`config.mk`:
```
export PLATFORM = sky130hd
export DESIGN_NAME = fgk_path_packer
export DESIGN_NICKNAME = d
export VERILOG_FILES = /design/src/rtl/core/fgk_adaptive_huffman_codec_macros.svh /design/src/rtl/core/fgk_pkg.sv /design/src/rtl/core/fgk_path_packer.sv
export SDC_FILE = /design/constraint.sdc
export NUM_CORES = 1
export LEC_CHECK = 0
export BUFFER_PORTS_ARGS = -buffer_cell sky130_fd_sc_hd__buf_2
export CORE_AREA = 2 2 344 278
export CTS_CLUSTER_SIZE = 16
export DETAILED_ROUTE_END_ITERATION = 12
export DIE_AREA = 0 0 346 280
export PLACE_DENSITY_LB_ADDON = 0.12
export SYNTH_ARGS = -nofsm -noshare
export SYNTH_HDL_FRONTEND = slang
export SYNTH_SLANG_ARGS = --single-unit
```
`constraint.sdc`:
```
create_clock -name clock -period 39.3 [get_ports clock]
set_clock_uncertainty 0.15 [all_clocks]
set_input_delay 7.86 -clock clock [delete_from_list [all_inputs] [get_ports clock]]
set_output_delay 7.86 -clock clock [all_outputs]
set_load 0.01 [all_outputs]
```
`src/rtl/core/fgk_adaptive_huffman_codec_macros.svh`:
```
`ifndef FGK_ADAPTIVE_HUFFMAN_CODEC_MACROS_SVH
`define FGK_ADAPTIVE_HUFFMAN_CODEC_MACROS_SVH

// check a property on every clock outside reset
`define FGK_ASSERT(lbl, prop, msg) \
   lbl: assert property (@(posedge clock) disable iff (reset) prop) else $error(msg);

// check that a condition leads to a consequence in the next cycle
`define FGK_ASSERT_NEXT(lbl, ante, cons, msg) \
   lbl: assert property (@(posedge clock) disable iff (reset) (ante) |=> (cons)) else $error(msg);

`endif

```
`src/rtl/core/fgk_pkg.sv`:
```
package fgk_pkg;

   localparam int SYMBOL_COUNT_DEF = 256;
   localparam int NODE_COUNT_DEF   = 513;
   localparam int WEIGHT_BITS_DEF  = 32;
   localparam int CHUNK_BITS_DEF   = 32;
   localparam int MAX_RESULTS      = 9;
   localparam int RAW_BITS         = 8;
   localparam int RAW_MSB          = 7;
   localparam int SYM_W            = 8;

endpackage

```
`src/rtl/core/fgk_path_packer.sv`:
```
module fgk_path_packer
   import fgk_pkg::*;
#(
   parameter int NODE_COUNT = NODE_COUNT_DEF,
   parameter int CHUNK_BITS = CHUNK_BITS_DEF,
   localparam int PATH_W    = NODE_COUNT + RAW_BITS,
   localparam int BUF_W     = (PATH_W > CHUNK_BITS) ? PATH_W : CHUNK_BITS,
   localparam int LEN_W     = $clog2(PATH_W + 1),
   localparam int CNT_W     = $clog2(CHUNK_BITS + 1),
   localparam int K_W       = $clog2(MAX_RESULTS + 1),
   localparam int CMD_W     = 7 + SYM_W
)(
   input  logic                  clock,
   input  logic                  reset,
   input  logic [CMD_W-1:0]      cmd_bus,
   input  logic                  overflow,
   output logic                  busy,
   output logic                  rsp_valid,
   input  logic                  rsp_ready,
   output logic [CHUNK_BITS-1:0] rsp_code_chunk,
   output logic [CNT_W-1:0]      rsp_chunk_bits,
   output logic                  rsp_last_chunk,
   output logic                  rsp_symbol_valid,
   output logic [SYM_W-1:0]      rsp_decoded_symbol,
   output logic                  rsp_weight_overflow
);

   typedef struct packed {
      logic             clear;
      logic             raw_en;
      logic             push;
      logic             push_bit;
      logic             emit;
      logic             dec;
      logic             got;
      logic [SYM_W-1:0] sym;
   } pk_cmd_type;

   pk_cmd_type cmd;
   logic [BUF_W-1:0] buf_ff;
   logic [LEN_W-1:0] len_ff;
   logic [K_W-1:0] k_ff;
   logic busy_ff, dec_ff, got_ff;
   logic [SYM_W-1:0] dsym_ff;
   logic valid_ff, last_ff, sv_ff, ovf_ff;
   logic [CHUNK_BITS-1:0] chunk_ff;
   logic [CNT_W-1:0] bits_ff;
   logic [SYM_W-1:0] ds_ff;

   logic load, last_enc, put_dec, put_enc;
   logic [CNT_W-1:0] cnt;
   logic [CHUNK_BITS-1:0] top_bits, value;
   logic [LEN_W-1:0] rem;

   assign cmd = pk_cmd_type'(cmd_bus);
   assign load = busy_ff && (!valid_ff || rsp_ready);
   assign put_dec = load && dec_ff;
   assign put_enc = load && !dec_ff && (len_ff != '0);
   assign cnt = (int'(len_ff) >= CHUNK_BITS) ? CNT_W'(CHUNK_BITS) : CNT_W'(len_ff);
   assign top_bits = buf_ff[BUF_W-1 -: CHUNK_BITS];
   assign value = top_bits >> (CNT_W'(CHUNK_BITS) - cnt);
   assign rem = len_ff - LEN_W'(cnt);
   assign last_enc = (rem == '0) || (k_ff == K_W'(MAX_RESULTS - 1));

   assign busy = busy_ff;
   assign rsp_valid = valid_ff;
   assign rsp_code_chunk = chunk_ff;
   assign rsp_chunk_bits = bits_ff;
   assign rsp_last_chunk = last_ff;
   assign rsp_symbol_valid = sv_ff;
   assign rsp_decoded_symbol = ds_ff;
   assign rsp_weight_overflow = ovf_ff;

   always_ff @(posedge clock) begin
      if (reset) begin
         busy_ff <= 1'b0;
         valid_ff <= 1'b0;
         len_ff <= '0;
         k_ff <= '0;
      end else begin
         if (put_dec || put_enc) begin
            valid_ff <= 1'b1;
         end else if (valid_ff && rsp_ready) begin
            valid_ff <= 1'b0;
         end
         if (cmd.clear) begin
            buf_ff <= cmd.raw_en ? {cmd.sym, (BUF_W - SYM_W)'(0)} : '0;
            len_ff <= cmd.raw_en ? LEN_W'(RAW_BITS) : '0;
         end else if (cmd.push) begin
            buf_ff <= {cmd.push_bit, buf_ff[BUF_W-1:1]};
            len_ff <= len_ff + LEN_W'(1);
         end else if (put_enc) begin
            buf_ff <= buf_ff << CHUNK_BITS;
            len_ff <= rem;
         end
         if (cmd.emit) begin
            busy_ff <= 1'b1;
            k_ff <= '0;
            dec_ff <= cmd.dec;
            got_ff <= cmd.got;
            dsym_ff <= cmd.sym;
         end else if (load) begin
            if (dec_ff || (len_ff == '0) || last_enc) begin
               busy_ff <= 1'b0;
            end
            if (put_enc) begin
               k_ff <= k_ff + K_W'(1);
            end
         end
         if (load) begin
            ovf_ff <= overflow;
         end
         if (put_dec) begin
            chunk_ff <= '0;
            bits_ff <= '0;
            last_ff <= 1'b1;
            sv_ff <= got_ff;
            ds_ff <= got_ff ? dsym_ff : '0;
         end else if (put_enc) begin
            chunk_ff <= value;
            bits_ff <= cnt;
            last_ff <= last_enc;
            sv_ff <= 1'b0;
            ds_ff <= '0;
         end
      end
   end

endmodule

```
## Yosys cells after proc, flatten, opt, wreduce, memory -nomap -nowiden

Index checks and enable logic that the tools add are counted.

- $add $sub $neg: 4
- Order comparisons: 1
- Equality and inequality tests: 1
- Shifts and indexed selects: 1
- Muxes and demuxes: 22
- Bitwise operators: 1
- Reductions and logical operators: 27

Operators with widths:

| cell | number |
|---|---|
| two-way mux 521 bit | 4 |
| two-way mux 32 bit | 1 |
| right shift 32 x 6 -> 32 bit | 1 |
| two-way mux 10 bit | 3 |
| two-way mux 8 bit | 3 |
| logical NOT 10 bit | 2 |
| two-way mux 6 bit | 2 |
| AND reduction 2 bit | 6 |
| adder 10 x 1 -> 10 bit (second input constant) | 1 |
| >= comparator 10 x 6 -> 1 bit (second input constant) | 1 |
| nonzero test 10 bit | 1 |
| subtractor 10 x 6 -> 10 bit | 1 |
| two-way mux 1 bit | 8 |
| nonzero test 2 bit | 4 |
| subtractor 6 bit (first input constant) | 1 |
| logical AND 1 bit | 5 |
| logical OR 1 bit | 5 |
| adder 4 x 1 -> 4 bit (second input constant) | 1 |
| == test 4 bit (second input constant) | 1 |
| two-way mux 4 bit | 1 |
| nonzero test 3 bit | 1 |
| logical NOT 1 bit | 2 |
| OR reduction 2 bit | 1 |
| inverter 1 bit | 1 |

- Bits in registers: 596
- Input bits: 19
- Output and inout bits: 51
- Word-level logic and storage cells: 71

## Longest topological paths before layout

- Word-level depth: 9
- Gate-level depth with buffers: 16
- Mapped depth without buffers: 10

## Least setup slack after synthesis

OpenSTA, ideal clock, no wires.

- Path type: input to register
- Start: input port rsp_ready
- End: register buf_ff[0] (enable)
- Library setup time: 1.420 ns
- Data arrival time: 29.888 ns
- Data required time: 37.730 ns
- Setup slack: 7.842 ns
- Stages on the path: 4
- Path buffers: 0
- Cell sequence: nand2b_1 > and2_1 > a21oi_1 > nor2_1

- Word-level cells in the longest chain between the ends: 6

RTL lines:

| what | line | RTL |
|---|---|---|
| start: declaration | fgk_path_packer.sv:19 | `input logic rsp_ready,` |
| logical OR 1 bit | fgk_path_packer.sv:56 | `assign load = busy_ff && (!valid_ff \|\| rsp_ready);` |
| logical AND 1 bit | fgk_path_packer.sv:56 |  |
| logical AND 1 bit (2 in a row) | fgk_path_packer.sv:58 | `assign put_enc = load && !dec_ff && (len_ff != '0);` |
| nonzero test 3 bit (no source line) | - |  |
| AND reduction 2 bit (no source line) | - |  |
| end signal: assignment | fgk_path_packer.sv:87 | `buf_ff <= cmd.raw_en ? {cmd.sym, (BUF_W - SYM_W)'(0)} : '0;` |
| end signal: assignment | fgk_path_packer.sv:90 | `buf_ff <= {cmd.push_bit, buf_ff[BUF_W-1:1]};` |
| end signal: assignment | fgk_path_packer.sv:93 | `buf_ff <= buf_ff << CHUNK_BITS;` |
| end: declaration | fgk_path_packer.sv:40 | `logic [BUF_W-1:0] buf_ff;` |

Every way passes these cells.
A chain may end at the register's enable or synchronous reset.

## Worst setup path in the final report

- Start: input port cmd_bus[12]
- End: register buf_ff[11] (enable)

- Word-level cells in the longest chain between the ends: 2

RTL lines:

| what | line | RTL |
|---|---|---|
| start: declaration | fgk_path_packer.sv:15 | `input logic [CMD_W-1:0] cmd_bus,` |
| nonzero test 3 bit (no source line) | - |  |
| AND reduction 2 bit (no source line) | - |  |

Every way passes these cells.

==> impl_metrics.env <==
export IMPL_syn_cell_area_um2=27810
export IMPL_drv_slew=0
export IMPL_cts_tree="built"
export IMPL_cts_clk_slew_worst_paths_ns=0.06
export IMPL_stdcell_count=3360
export IMPL_crit_path_end_kind="flop"
export IMPL_clk_path_buf_depth=3
export IMPL_antenna_cells=0
export IMPL_r2r_cells=8
export IMPL_cp_slowest_cell="buf_4"
export IMPL_max_cap_violations=0
export IMPL_drt_iter0_markers=1208
export IMPL_die_h_um=280
export IMPL_ys_warn_count=0
export IMPL_finalSetupTns_ns=0
export IMPL_hold_ws_ns=0.3911
export IMPL_synthMuxAreaShare=0.2137
export IMPL_cp_max_fo=190
export IMPL_syn2layout_area_growth_pct=13.02
export IMPL_final_common_cell="edfxtp_1"
export IMPL_synth_top_family_by_area="multiplexers"
export IMPL_met2_usage=0.1754
export IMPL_layout_nets=2100
export IMPL_placed_cells=3243
export IMPL_die_x_um=346
export IMPL_critPathKind="input pin to flop"
export IMPL_grt_pass1_wl_um=92090
export IMPL_worstHoldStart="buf_ff[31]"
export IMPL_worst_pin_slew_ns=1.210
export IMPL_grt_use_total=0.1148
export IMPL_dieArea_um2=96880
export IMPL_ios=70
export IMPL_start_util=0.2966
export IMPL_port_buffers=69
export IMPL_postRouteAntennaNets=0
export IMPL_grt_pass1_vias=16230
export IMPL_clock_sinks=596
export IMPL_layout_common_cells="edfxtp_1, nor2_1, mux2i_1"
export IMPL_clk_latency_ns=0.62
export IMPL_wire_per_inst_um=16.60
export IMPL_yosys_area_share_simple=0.1012
export IMPL_fillerInstances=9263
export IMPL_hold_violations=0
export IMPL_synth_nets=2090
export IMPL_ir_worst_vdd_mv=0.02817
export IMPL_powerDensity_nw_per_um2=48.26
export IMPL_ys_seq_elements=596
export IMPL_avgSynthCellArea_um2=13.46
export IMPL_dr_pass1_iters=5
export IMPL_ys_flop_type="edfxtp_1"
export IMPL_drive_above_1_share=0.1003
export IMPL_setup_viol=0
export IMPL_grt_setup_unrepaired="no"
export IMPL_min_period_over_period=0.3321
export IMPL_hold_end="buf_ff[30]"
export IMPL_max_freq_mhz=76.62
export IMPL_root_buffer="clkbuf_16"
export IMPL_vias_per_cell=4.736
export IMPL_synth_xor_area_frac=0.002205
export IMPL_required_ns=39.39
export IMPL_htree_levels=3
export IMPL_power_w=0.001517
export IMPL_cpPeakStageDelay_ns=0.91
export IMPL_cts_buffers=67
export IMPL_drc_errors=0
export IMPL_status="finished clean"
export IMPL_detail_route_wirelength_um=55790
export IMPL_postCtsHoldBufs=0
export IMPL_synth_fa_ha_area_frac=0.002250
export IMPL_grt_overflow=0
export IMPL_start_kind="input pin"
export IMPL_vias=15910
export IMPL_ys_seq_area_frac=0.6378
export IMPL_rows=101
export IMPL_grt_use_met3=0.02692
export IMPL_hold_class="flop to flop"
export IMPL_place_congestion=0.7622
export IMPL_synth_edf_count=580
export IMPL_antenna_found_initial=1
export IMPL_r2r_start="len_ff[5]"
export IMPL_leakage_nw=12.10
export IMPL_path_cells="buf_8 > or2_2 > a21oi_1 > nor2_4 > buf_4 > buf_12 > buf_12 > buf_4"
export IMPL_core_area_um2=93770
export IMPL_utilization=0.3352
export IMPL_grt_max_degree=213
export IMPL_worstPathArrival_ns=13.14
export IMPL_rr_endpoint="buf_ff[11]"
export IMPL_dp_hpwl_um=32270
export IMPL_slew_headroom=0.1936
export IMPL_cts_setup_buffers=0
export IMPL_cts_resized=0
export IMPL_synth_async_reset_ratio=0
export IMPL_r2r_slack_ns=33.16
export IMPL_grt_busiest_layer="met2"
export IMPL_hold_depth=1
export IMPL_fin_crit_ns=13.05
export IMPL_synth_compound_area_frac=0.02020
export IMPL_synth_cells=2066
export IMPL_synthDistinctLibCells=58
export IMPL_met1_usage=0.1614
export IMPL_startpoint="cmd_bus[12]"
==> critical path: cells and delay by family <==
family | cells | cell delay (ns)
AOI/OAI and AO/OA | 1 | 0.12
buffers and inverters | 5 | 3.71
and+or+nand+nor | 2 | 0.95
==> power breakdown <==
part | leakage [nW] | total (W) | internal [W] | switching, W
Combinational | 5.23 | 0.000131 | 0.0000530 | 0.0000781
Clock | 1.01 | 0.000611 | 0.000349 | 0.000262
Sequential | 5.86 | 0.000774 | 0.000750 | 0.0000247
Total | 12.1 | 0.00152 | 0.00115 | 0.000365
==> how the worst max path moves through the flow <==
stage                        to  slack [ns]
global placement    buf_ff[136]       25.66
finish               buf_ff[11]       26.25
floorplan             buf_ff[0]        7.84
global route         buf_ff[47]       25.89
detailed placement   buf_ff[11]       25.53
CTS                  buf_ff[42]       26.20
==> routing by layer <==
layer,vias to the layer above,wire length (um)
met2,257,24420
met4,2,1431
met3,104,2309
met1,7946,27620
met5,-,13
li1,7603,-
==> cell usage after synthesis, drive strengths merged, types with 4 or more instances <==
cell    count  area, um^2
edfxtp    580       17420
nor2      523        1979
mux2i     516        5165
clkbuf     91       341.6
buf        55       249.0
and2       40       250.2
mux4       28       668.1
nand2      27       101.4
and3       18       112.6
o21ai      18       90.09
dfxtp      16       320.3
nor3       16       80.08
nand3      12       60.06
a21oi      11       55.05
inv         9       36.29
mux2        9       108.9
o221ai      8       70.07
a221o       6       60.06
nor2b       6       37.54
nor4        6       37.54
a211oi      5       37.54
ha          5       62.56
nor3b       5       37.54
nand4       4       25.02
o31ai       4       30.03
xor2        4       35.03
==> flip-flops by register name, indices dropped and copies added (netlist names) <==
register	count
rsp_symbol_valid	1
rsp_decoded_symbol	8
dec_ff	1
rsp_code_chunk	32
buf_ff	521
rsp_weight_overflow	1
k_ff	4
busy	1
rsp_chunk_bits	6
rsp_valid	1
len_ff	10
dsym_ff	8
got_ff	1
rsp_last_chunk	1
==> stage by stage <==
step / setup slack, ns / cell area (um^2)
after global routing: 25.89 / 31430
after detailed placement: 25.53 / 29340
after global placement: 25.66 / 29340
after floorplan: 7.842 / 27810
after CTS: 26.20 / 31430
final: 26.25 / 31430
==> kinds of logic after synthesis <==
group                      count (synthesis)
AOI/OAI and AO/OA                         79
DFF                                      596
muxes                                    553
buffers and inverters                    156
and+or+nand+nor                          670
adders and majority gates                  5
xor gates and xnor gates                   7
==> area by class of cell <==
type,instances,area [um^2],share of cell area
sequential,596,17740,0.5644
multi-input combinational,1314,9470,0.3013
clock buffer,88,1829,0.05820
tap,1236,1546,0.04921
timing repair buffer,87,550.5,0.01752
clock inverter,29,255.2,0.008121
inverter,10,40.04,0.001274
(Power assumes the default switching activity.)
